--- src/hw/rtl/cfrc_pkg.sv ---
// shared types, constants and the crc-32 byte update for the record checker
// no dependencies
package cfrc_pkg;

  localparam int unsigned CountW   = 17;
  localparam int unsigned ApbAddrW = 3;
  localparam int unsigned ApbDataW = 32;

  localparam logic [CountW-1:0] HdrBytes   = CountW'(20);
  localparam logic [CountW-1:0] HdrCrcSpan = CountW'(16);
  localparam logic [CountW-1:0] CountMax   = '1;
  localparam logic [31:0]       CrcPoly    = 32'hEDB8_8320;
  localparam logic [31:0]       CrcInit    = 32'hFFFF_FFFF;
  localparam logic [15:0]       VersionRst = 16'd1;

  typedef enum logic [0:0] {
    REG_MAGIC   = 1'b0,
    REG_VERSION = 1'b1
  } reg_idx_e;

  typedef enum logic [2:0] {
    ST_OK      = 3'd0,
    ST_TRUNC   = 3'd1,
    ST_MAGIC   = 3'd2,
    ST_HCRC    = 3'd3,
    ST_VERSION = 3'd4,
    ST_LENGTH  = 3'd5,
    ST_PCRC    = 3'd6
  } status_e;

  typedef struct packed {
    logic [7:0] data_byte;
    logic       last_byte;
  } rec_in_t;

  typedef struct packed {
    logic [7:0]  payload_byte;
    logic        is_payload;
    logic        record_done;
    logic [2:0]  status;
    logic [15:0] record_version;
    logic [15:0] payload_length;
    logic [31:0] source_address;
    logic [31:0] stored_payload_crc;
  } rec_out_t;

  typedef struct packed {
    logic [31:0] expected_magic;
    logic [15:0] expected_version;
  } cfg_t;

  // reflected crc-32, one byte
  function automatic logic [31:0] crc_byte(logic [31:0] crc, logic [7:0] b);
    logic [31:0] c;
    c = crc ^ {24'd0, b};
    for (int k = 0; k < 8; k++) begin
      c = (c >> 1) ^ (c[0] ? CrcPoly : 32'd0);
    end
    return c;
  endfunction

endpackage

--- src/hw/rtl/cfrc_stream_if.sv ---
// valid/ready stream channel with a typed payload
// no dependencies
interface cfrc_stream_if #(
  parameter type payload_t = logic
) ();
  logic     valid;
  logic     ready;
  payload_t payload;

  modport source (output valid, output payload, input ready);
  modport sink   (input valid, input payload, output ready);
endinterface

--- src/hw/rtl/cfrc_csr.sv ---
// apb configuration registers: expected magic and expected version
// depends on cfrc_pkg
module cfrc_csr (
  input  logic                           clk_i,
  input  logic                           rst_ni,
  input  logic                           psel,
  input  logic                           penable,
  input  logic                           pwrite,
  input  logic [cfrc_pkg::ApbAddrW-1:0]  paddr,
  input  logic [cfrc_pkg::ApbDataW-1:0]  pwdata,
  output logic [cfrc_pkg::ApbDataW-1:0]  prdata,
  output logic                           pready,
  output cfrc_pkg::cfg_t                 cfg_o
);
  import cfrc_pkg::*;

  logic [31:0] magic_q;
  logic [15:0] version_q;
  logic        wr_en;
  reg_idx_e    idx;

  assign idx    = reg_idx_e'(paddr[2]);
  assign wr_en  = psel && penable && pwrite;
  assign pready = 1'b1;

  always_ff @(posedge clk_i or negedge rst_ni) begin
    if (!rst_ni) begin
      magic_q   <= '0;
      version_q <= VersionRst;
    end else if (wr_en) begin
      unique case (idx)
        REG_MAGIC:   magic_q   <= pwdata[31:0];
        REG_VERSION: version_q <= pwdata[15:0];
        default: ;
      endcase
    end
  end

  always_comb begin
    unique case (idx)
      REG_MAGIC:   prdata = magic_q;
      REG_VERSION: prdata = {16'd0, version_q};
      default:     prdata = '0;
    endcase
  end

  assign cfg_o = '{expected_magic: magic_q, expected_version: version_q};

endmodule

--- src/hw/rtl/crc_framed_record_checker_unit.sv ---
// crc-framed record checker top level: header capture, running crc, status
// depends on cfrc_pkg, cfrc_stream_if, cfrc_csr
//
// channel   dir  handshake      payload
// rec_in_i  in   valid/ready    data_byte, last_byte
// rec_out_o out  valid/ready    passed byte, payload flag, status, header fields
// apb       in   psel/penable   expected_magic @0x0, expected_version @0x4
//
// one byte per cycle unless the result stalls; each result shows in the cycle after its byte; the
// byte-wide crc xor network feeds the result register directly
// async active-low reset clears the record state and the result valid flag
// a stalled result holds; a new byte is taken in the cycle the result leaves
module crc_framed_record_checker_unit (
  input  logic                           clk_i,
  input  logic                           rst_ni,
  cfrc_stream_if.sink                    rec_in_i,
  cfrc_stream_if.source                  rec_out_o,
  input  logic                           psel,
  input  logic                           penable,
  input  logic                           pwrite,
  input  logic [cfrc_pkg::ApbAddrW-1:0]  paddr,
  input  logic [cfrc_pkg::ApbDataW-1:0]  pwdata,
  output logic [cfrc_pkg::ApbDataW-1:0]  prdata,
  output logic                           pready
);
  import cfrc_pkg::*;

  cfg_t cfg;

  cfrc_csr u_csr (
    .clk_i   (clk_i),
    .rst_ni  (rst_ni),
    .psel    (psel),
    .penable (penable),
    .pwrite  (pwrite),
    .paddr   (paddr),
    .pwdata  (pwdata),
    .prdata  (prdata),
    .pready  (pready),
    .cfg_o   (cfg)
  );

  logic [CountW-1:0] count_q, count_d;
  logic [31:0]       crc_q, crc_d, hcrc_q, hcrc_d;
  logic [31:0]       magic_q, magic_d, addr_q, addr_d, pcrc_q, pcrc_d, hchk_q, hchk_d;
  logic [15:0]       version_q, version_d, length_q, length_d;

  rec_out_t out_q, out_d;
  logic     out_valid_q;
  logic     in_xfer;
  logic [7:0]  b;
  logic [1:0]  lane;
  logic        pay;
  logic [31:0] crc_upd;
  status_e     st;

  assign rec_in_i.ready  = !out_valid_q || rec_out_o.ready;
  assign in_xfer         = rec_in_i.valid && rec_in_i.ready;
  assign rec_out_o.valid = out_valid_q;
  assign rec_out_o.payload = out_q;

  assign b       = rec_in_i.payload.data_byte;
  assign lane    = count_q[1:0];
  assign crc_upd = crc_byte(crc_q, b);

  always_comb begin
    magic_d   = magic_q;
    version_d = version_q;
    length_d  = length_q;
    addr_d    = addr_q;
    pcrc_d    = pcrc_q;
    hchk_d    = hchk_q;
    pay       = 1'b0;
    priority if (count_q < CountW'(4)) begin
      magic_d[8*lane +: 8] = b;
    end else if (count_q < CountW'(6)) begin
      version_d[8*lane[0] +: 8] = b;
    end else if (count_q < CountW'(8)) begin
      length_d[8*lane[0] +: 8] = b;
    end else if (count_q < CountW'(12)) begin
      addr_d[8*lane +: 8] = b;
    end else if (count_q < HdrCrcSpan) begin
      pcrc_d[8*lane +: 8] = b;
    end else if (count_q < HdrBytes) begin
      hchk_d[8*lane +: 8] = b;
    end else if ((count_q - HdrBytes) < {1'b0, length_q}) begin
      pay = 1'b1;
    end else begin
      pay = 1'b0;
    end

    crc_d  = crc_q;
    hcrc_d = hcrc_q;
    if (count_q < HdrCrcSpan) begin
      crc_d = crc_upd;
      if (count_q == HdrCrcSpan - CountW'(1)) begin
        hcrc_d = ~crc_upd;
        crc_d  = CrcInit;
      end
    end else if (pay) begin
      crc_d = crc_upd;
    end

    count_d = (count_q == CountMax) ? count_q : count_q + CountW'(1);

    priority if (count_d < HdrBytes)                          st = ST_TRUNC;
    else if (magic_d != cfg.expected_magic)                    st = ST_MAGIC;
    else if (hcrc_d != hchk_d)                                 st = ST_HCRC;
    else if (version_d != cfg.expected_version)                st = ST_VERSION;
    else if (length_d == 16'd0)                                st = ST_LENGTH;
    else if ((HdrBytes + {1'b0, length_d}) > count_d)          st = ST_LENGTH;
    else if (~crc_d != pcrc_d)                                 st = ST_PCRC;
    else                                                       st = ST_OK;

    out_d = '0;
    out_d.payload_byte = b;
    out_d.is_payload   = pay;
    if (rec_in_i.payload.last_byte) begin
      out_d.record_done        = 1'b1;
      out_d.status             = st;
      out_d.record_version     = version_d;
      out_d.payload_length     = length_d;
      out_d.source_address     = addr_d;
      out_d.stored_payload_crc = pcrc_d;
    end
  end

  always_ff @(posedge clk_i or negedge rst_ni) begin
    if (!rst_ni) begin
      count_q   <= '0;
      crc_q     <= CrcInit;
      hcrc_q    <= '0;
      magic_q   <= '0;
      version_q <= '0;
      length_q  <= '0;
      addr_q    <= '0;
      pcrc_q    <= '0;
      hchk_q    <= '0;
    end else if (in_xfer) begin
      if (rec_in_i.payload.last_byte) begin
        count_q   <= '0;
        crc_q     <= CrcInit;
        hcrc_q    <= '0;
        magic_q   <= '0;
        version_q <= '0;
        length_q  <= '0;
        addr_q    <= '0;
        pcrc_q    <= '0;
        hchk_q    <= '0;
      end else begin
        count_q   <= count_d;
        crc_q     <= crc_d;
        hcrc_q    <= hcrc_d;
        magic_q   <= magic_d;
        version_q <= version_d;
        length_q  <= length_d;
        addr_q    <= addr_d;
        pcrc_q    <= pcrc_d;
        hchk_q    <= hchk_d;
      end
    end
  end

  always_ff @(posedge clk_i or negedge rst_ni) begin
    if (!rst_ni) begin
      out_valid_q <= 1'b0;
    end else if (in_xfer) begin
      out_valid_q <= 1'b1;
    end else if (rec_out_o.ready) begin
      out_valid_q <= 1'b0;
    end
  end

  always_ff @(posedge clk_i) begin
    if (in_xfer) begin
      out_q <= out_d;
    end
  end

endmodule

--- src/flat_wrapper.sv ---
// flat-port wrapper written by rule: the top's interface ports become plain ports
module crc_framed_record_checker_unit_flat import cfrc_pkg::*;
  (clk_i, rst_ni, psel, penable, pwrite, paddr, pwdata, prdata, pready, rec_in_i_valid, rec_in_i_payload, rec_in_i_ready, rec_out_o_valid, rec_out_o_payload, rec_out_o_ready);
  cfrc_stream_if #(.payload_t(rec_in_t)) rec_in_i_i ();
  cfrc_stream_if #(.payload_t(rec_out_t)) rec_out_o_i ();
  input  logic clk_i;
  input  logic rst_ni;
  input  logic psel;
  input  logic penable;
  input  logic pwrite;
  input  logic [cfrc_pkg::ApbAddrW-1:0] paddr;
  input  logic [cfrc_pkg::ApbDataW-1:0] pwdata;
  output logic [cfrc_pkg::ApbDataW-1:0] prdata;
  output logic pready;
  input wire logic [$bits(rec_in_i_i.valid)-1:0] rec_in_i_valid;
  input wire logic [$bits(rec_in_i_i.payload)-1:0] rec_in_i_payload;
  output wire logic [$bits(rec_in_i_i.ready)-1:0] rec_in_i_ready;
  output wire logic [$bits(rec_out_o_i.valid)-1:0] rec_out_o_valid;
  output wire logic [$bits(rec_out_o_i.payload)-1:0] rec_out_o_payload;
  input wire logic [$bits(rec_out_o_i.ready)-1:0] rec_out_o_ready;
  assign rec_in_i_i.valid = rec_in_i_valid;
  assign rec_in_i_i.payload = rec_in_i_payload;
  assign rec_in_i_ready = rec_in_i_i.ready;
  assign rec_out_o_valid = rec_out_o_i.valid;
  assign rec_out_o_payload = rec_out_o_i.payload;
  assign rec_out_o_i.ready = rec_out_o_ready;
  crc_framed_record_checker_unit u_core (.clk_i(clk_i), .rst_ni(rst_ni), .rec_in_i(rec_in_i_i), .rec_out_o(rec_out_o_i), .psel(psel), .penable(penable), .pwrite(pwrite), .paddr(paddr), .pwdata(pwdata), .prdata(prdata), .pready(pready));
endmodule
--- config.mk ---
export PLATFORM = sky130hd
export DESIGN_NAME = crc_framed_record_checker_unit_flat
export DESIGN_NICKNAME = d
export VERILOG_FILES = /design/src/hw/rtl/cfrc_pkg.sv /design/src/hw/rtl/cfrc_stream_if.sv /design/src/hw/rtl/cfrc_csr.sv /design/src/hw/rtl/crc_framed_record_checker_unit.sv /design/src/flat_wrapper.sv
export SDC_FILE = /design/constraint.sdc
export NUM_CORES = 1
export LEC_CHECK = 0
export BUFFER_PORTS_ARGS = -buffer_cell sky130_fd_sc_hd__clkbuf_2
export CAP_MARGIN = 20
export CELL_PAD_IN_SITES_DETAIL_PLACEMENT = 1
export CELL_PAD_IN_SITES_GLOBAL_PLACEMENT = 1
export CORE_MARGIN = 10
export CORE_UTILIZATION = 50
export CTS_CLUSTER_DIAMETER = 100
export DETAILED_ROUTE_END_ITERATION = 12
export HOLD_SLACK_MARGIN = 0.12
export PLACE_DENSITY = 0.87
export SLEW_MARGIN = 10
export SYNTH_ARGS = -nofsm -noshare
export SYNTH_HDL_FRONTEND = slang
export SYNTH_HIERARCHICAL = 1
export SYNTH_SLANG_ARGS = --single-unit
export TNS_END_PERCENT = 20
--- constraint.sdc ---
create_clock -name clk_i -period 11.6 [get_ports clk_i]
set_input_delay 3.48 -clock clk_i [delete_from_list [all_inputs] [get_ports clk_i]]
set_output_delay 3.48 -clock clk_i [all_outputs]
set_load 0.1 [all_outputs]
==> results of run 1 <==
==> cell usage in the layout (no fill, tap or decap), types with 12 or more instances in the layout <==
cell type	synthesis	final
o22a_1	12	12
a22oi_1	14	14
xor2_1	59	59
nor2_1	122	121
dfstp_2	33	33
inv_1	45	44
edfxtp_1	109	109
and3_1	18	18
clkbuf_2	0	189
buf_4	1	37
and2_1	46	46
o21ai_0	186	186
clkbuf_16	0	46
nor2b_1	91	91
dfrtp_1	257	257
clkinv_1	1	12
mux2i_1	94	94
a21boi_0	14	14
nor3_1	17	17
a21oi_1	90	90
xnor2_1	141	141
o22ai_1	28	28
nor4_1	26	26
ha_1	42	42
nand4_1	22	22
nand2_1	253	252
nand3_1	45	45
mux2_4	30	30
a22o_1	64	64
mux2_2	42	42
==> worst min-delay path by stage <==
stage	endpoint	slack (ns)	cells after the start
after floorplan	u_core/hcrc_q[29]	0.44	2
after global placement	u_core/hcrc_q[29]	0.46	2
after detailed placement	u_core/hchk_q[11]	0.47	2
after CTS	u_core/hchk_q[11]	0.49	2
after global routing	u_core/hchk_q[11]	0.50	2
final	u_core/hchk_q[11]	0.48	2
==> per-layer routing <==
layer	GRT usage [%]	vias up	part of all wire (%)	wire length (µm)
met5	0	-	0	0
met4	12.2	0	3.9	3210
met3	5.80	210	8.7	7150
met2	48.9	957	47	39000
met1	38.2	9782	40	33000
li1	-	8204	-	-
==> worst max-delay path: cells and delay by family <==
kind	cells	cell delay, ns
mux	1	0.45
buf+inv	2	1.00
==> power groups by stage <==
stage,combinational (W),clock [W],sequential (W)
floorplan,0.00163,0,0.00194
global placement,0.00244,0,0.00181
detailed placement,0.00253,0,0.00183
CTS,0.00256,0.00142,0.00180
global route,0.00273,0.00148,0.00182
finish,0.00262,0.00141,0.00181
==> cell families after synthesis <==
group / count (synthesis)
AND/OR/NAND/NOR: 690
AO/OA/AOI/OAI: 523
flip-flops: 399
XOR/XNOR: 212
buffers and inverters: 184
multiplexers: 166
adder cells (fa/ha/maj): 42
other: 1
==> registers in the layout, indices dropped and copies added (netlist names), 32 cells and up <==
name                      count
u_core/hchk_q                32
u_core/crc_q                 32
u_core/pcrc_q                32
u_core/u_csr/magic_q         32
u_core/rec_out_o.payload    109
u_core/addr_q                32
u_core/magic_q               32
u_core/hcrc_q                32
==> metrics by stage <==
stage	power, W	hold WS [ns]
after floorplan	0.00357	0.444
after global placement	0.00425	0.459
after detailed placement	0.00436	0.473
after CTS	0.00579	0.485
after global routing	0.00604	0.504
final	0.00584	0.484
==> cell type report <==
class | count | area [µm²]
fill | 4884 | 19000
inverter | 46 | 178
timing repair buffer | 228 | 1240
sequential | 399 | 10600
clock buffer | 57 | 1210
clock inverter | 26 | 209
tap | 592 | 741
multi-input combinational | 1634 | 11300
==> impl_metrics.toml, run 1 <==
[synth]
synth_simple_gate_area_share_pct = 15.3
dominantRegCellSynth = "dfrtp_1"
synth_compound_area_share_pct = 14.9
synthesis.nets = 2310
ys_seq_area_share_pct = 46.8
synth_xor_xnor_area_share_pct = 8.97
synthAdderAreaFrac_pct = 2.33
synth.avg_cell_area_um2 = 10.2
yosysTopAreaCellShare_pct = 28.5
async_flop_share_pct = 72.7
synth_edf_count = 109
synth_top_family_by_area = "simple AND/OR/NAND/NOR gates"
ys_ff_latch = 399
yosysTopAreaCell = "dfrtp_1"
synth_most_common_cell = "dfrtp_1"
synth_area_leaders = "dfrtp_1, edfxtp_1, xnor2_1, nand2_1, mux2i_1"
yosys_warnings = 6
synthCells = 2217
synth_area_um2 = 22600
synth.distinct_cells = 83
ys_top_cells_by_count = "dfrtp_1, nand2_1, o21ai_0, xnor2_1, nor2_1"
synth.area.mux_share_pct = 8.26

[final_layout]
design_area_um2 = 25400
drive_above_1_share_pct = 17.5
nNetsFinal = 2447
syn_to_final_growth_pct = 12.6
fin_util_pct = 57.2
antenna_cells = 0
final_cells = 2982

[placed_design]
io_buffers = 191
dp_hpwl_um = 57200
dp_cells = 2898
place_congestion = 0.961
placedInstanceArea_um2 = 24000
dpl_worst_slack_ns = 3.16

[sta]
fin_setup_tns_ns = 0
fin_crit_ns = 8.42
fin_ws_ns = 3.18
relSlewSlack_pct = 17.7
drv_slew = 0
worst_pin_slew_ns = 1.24
finClkSkew_ns = 0.0213
fmax_mhz = 119
period_share_pct = 72.6
hold_viol = 0
rsz0062_at_grt = "no"
setup_violations = 0

[global_routing]
grt-ovfl-total = 0
antenna_found_initial = 1
grt_max_degree = 103
grt_pass1_wl_um = 125000
grt_pass1_vias = 20100
track_usage_pct = 29.9

[drt]
routed_wl_um = 82300
wl_per_cell_um = 27.6
drc_errors = 0
viasPerCell = 6.42
dr.pass1.iters = 5
vias = 19200
final_antenna_net_count = 0
dr.first_iter.drc_count = 1997

[clock_network]
cts_setup_buffers = 0
cts_tree = "done"
cts_root_buf = "clkbuf_16"
cts_made_buffers = 45
cts-htree-levels = 2
cts.sinks = 399
clockBufferDepth = 3
cts_resized = 0
cts_hold_buf = 0
clkLatencyLatePin_ns = 0.59
clkTransAtPathRegs_ns = 0.06

[critical_path]
arrival_ns = 4.94
crit_top_cell = "clkbuf_2"
worst_r2r_endpoint = "u_core/rec_out_o.payload[97]"
critPathRequiredTime_ns = 8.12
startpoint = "paddr[2]"
worstSetupStartpointType = "input port"
path_class = "input port to output pin"
rrSetupSlack_ns = 4.64
slowest_delay_ns = 0.62
cp_cell_sequence = "clkbuf_2 > mux2_2 > clkbuf_2"
critical-path-slowest-cell = "clkbuf_2"
reg2reg_depth = 17
crit_path_end = "prdata[8]"
r2r_start = "u_core/count_q[7]"
cp-end-kind = "output pin"
cp_max_fo = 34

[floorplan]
core_area_um2 = 44400
start_util_pct = 50.8
die_x_um = 232
row_count = 77
die_area_um2 = 54000
pin_count = 195
chipHeight_um = 232

[pwr]
p_leak_nw = 10.7
ir_drop_v = 0.000187
clkPwrFrac_pct = 24.1
switching_share_pct = 42.8
p_int_w = 0.00334
p_seq_share_pct = 31.0
combPwrFrac_pct = 44.9
power_density_nw_per_um2 = 230
power.switching_w = 0.00250

[outcome]
status = "finished, final reports clean"

[hold_path]
hp-start = "u_core/hchk_q[11]"
min_path_type = "flip-flop to flip-flop"

[flow_run]
maxCapViolCount = 0
No activity file was read; power rests on OpenSTA's default activity.
==> run 2: changes to the inputs <==
- CORE_UTILIZATION: 50 -> 43
- PLACE_DENSITY: 0.87 -> 0.8
- clock period: 11.6 -> 7.55 ns (I/O delays scaled with it)
==> impl_metrics.toml, run 2 (same netlist as run 1, synthesis figures left out) <==
[final_layout]
nFillCells = 5716
design_area_um2 = 25900
antenna_cells = 0
most-common-layout-cells = "dfrtp_1, nand2_1, clkbuf_2"
drive_above_1_share_pct = 18.5
syn_to_final_growth_pct = 14.7
layout_commonest_cell = "dfrtp_1"
largest_register_ffs = 109
nNetsFinal = 2469

[pwr]
power.total_w = 0.00929
p_leak_nw = 10.9
ir_drop_v = 0.000309
power_density_nw_per_um2 = 359

[critical_path]
critPathRequiredTime_ns = 7.86
worst_r2r_endpoint = "u_core/rec_out_o.payload[96]"
cp_max_fo = 17
arrival_ns = 6.74
cp-end-kind = "flip-flop"
cp_cell_sequence = "or4_1 > or4_4 > nor4_4 > mux2i_1 > inv_1 > ha_1 > nor2b_1 > nor4_2 > nand2_1 > xor2_1 > ha_1 > a21o_1 > a21o_1 > a21oi_1 > o21ai_0 > a221oi_1 > o21ai_0 > and2_1 > o21bai_1 > a21boi_0"
critical-path-slowest-cell = "or4_1"
rrSetupSlack_ns = 1.13
r2r_start = "u_core/count_q[9]"
reg2reg_depth = 20
path_class = "flip-flop to flip-flop"
worstSetupStartpointType = "flip-flop"
slowest_delay_ns = 0.79

[global_routing]
grt_pass1_wl_um = 123000
use_met3_pct = 4.13
gr-usage-met1_pct = 32.8
grt_busiest_layer = "met2"
track_usage_pct = 25.2
globalRouteMet2Util_pct = 40.9
grt_max_degree = 137
grt_pass1_vias = 19800
antenna_found_initial = 3
grt-ovfl-total = 0

[placed_design]
dpl_worst_slack_ns = 1.18
place_congestion = 0.957
io_buffers = 191
dp_hpwl_um = 57800
placedInstanceArea_um2 = 24300

[floorplan]
start_util_pct = 43.7
row_count = 83
chipHeight_um = 249
pin_count = 195
core_area_um2 = 51600
die_x_um = 249
die_area_um2 = 62000

[drt]
drc_errors = 0
vias = 18600
dr.first_iter.drc_count = 1769
final_antenna_net_count = 0
routed_wl_um = 80600
dr.pass1.iters = 8
wl_per_cell_um = 26.0
viasPerCell = 6.02

[sta]
rsz0062_at_grt = "no"
fin_setup_tns_ns = 0
period_share_pct = 85.1
fin_crit_ns = 6.42
drv_slew = 0
hold_viol = 0
relSlewSlack_pct = 18.5
worst_pin_slew_ns = 1.21
fmax_mhz = 156
finClkSkew_ns = 0.0293
setup_violations = 0
fin_ws_ns = 1.13

[flow_run]
maxCapViolCount = 0

[hold_path]
hold_end = "u_core/hcrc_q[29]"
min_path_cells = 2
min_path_type = "flip-flop to flip-flop"
hp-start = "u_core/hcrc_q[29]"

[clock_network]
clkTransAtPathRegs_ns = 0.06
cts_root_buf = "clkbuf_16"
cts_resized = 0
cts-htree-levels = 2
clkLatencyLatePin_ns = 0.60
clockBufferDepth = 3
cts_made_buffers = 47
cts_tree = "done"
cts.sinks = 399
cts_setup_buffers = 0
cts_hold_buf = 0

[outcome]
status = "finished, final reports clean"
run 2: cell type report:
class | count | area [µm²] | area share (%)
flip-flops and latches | 399 | 10600 | 40.9
clock inverters | 24 | 309 | 1.19
inverters | 46 | 178 | 0.687
repair buffers | 248 | 1410 | 5.44
multi-input cells | 1634 | 11300 | 43.5
clock buffers | 63 | 1300 | 5.02
well taps | 680 | 851 | 3.29
run 2: worst max-delay path: cells and delay by family, from the launching register on:
family	cells	cell delay, ns
muxes	1	0.34
AOI/OAI and AO/OA	8	1.33
adders and majority gates	2	0.50
and+or+nand+nor	7	3.13
xor gates and xnor gates	1	0.17
buffers and inverters	1	0.12
DFF	1	0.55
run 2: layer usage:
layer / wire length (µm) / vias up
li1: - / 8235
met1: 34100 / 9499
met3: 5280 / 180
met2: 38000 / 713
met4: 3100 / 2
met5: 17 / -
run 2: worst max path at each step:
| stage | slack (ns) | to | start | cells past startpoint |
|---|---|---|---|---|
| final | 1.13 | u_core/rec_out_o.payload[96] | u_core/count_q[9] | 20 |
| after global routing | 0.75 | u_core/rec_out_o.payload[96] | u_core/count_q[9] | 20 |
| after CTS | 1.15 | u_core/rec_out_o.payload[96] | u_core/count_q[9] | 20 |
| after detailed placement | 1.18 | u_core/rec_out_o.payload[96] | u_core/count_q[9] | 20 |
| after global placement | 1.23 | u_core/rec_out_o.payload[96] | u_core/count_q[9] | 20 |
| after floorplan | 0.11 | u_core/rec_out_o.payload[0] | rec_out_o_ready | 5 |
run 2: power breakdown:
group,internal (W),leakage (nW),switching [W],total [W]
sequential,0.00252,4.85,0.000252,0.00277
combinational,0.00149,5.23,0.00264,0.00413
clock,0.00142,0.777,0.000966,0.00239
run 2: metrics by stage:
step,utilization [%],cells,hold WS (ns)
CTS,50.1,3092,0.482
floorplan,-,2217,0.444
global route,50.1,3094,0.502
detailed placement,47.0,3005,0.469
finish,50.1,3094,0.481
global placement,47.0,3005,0.460
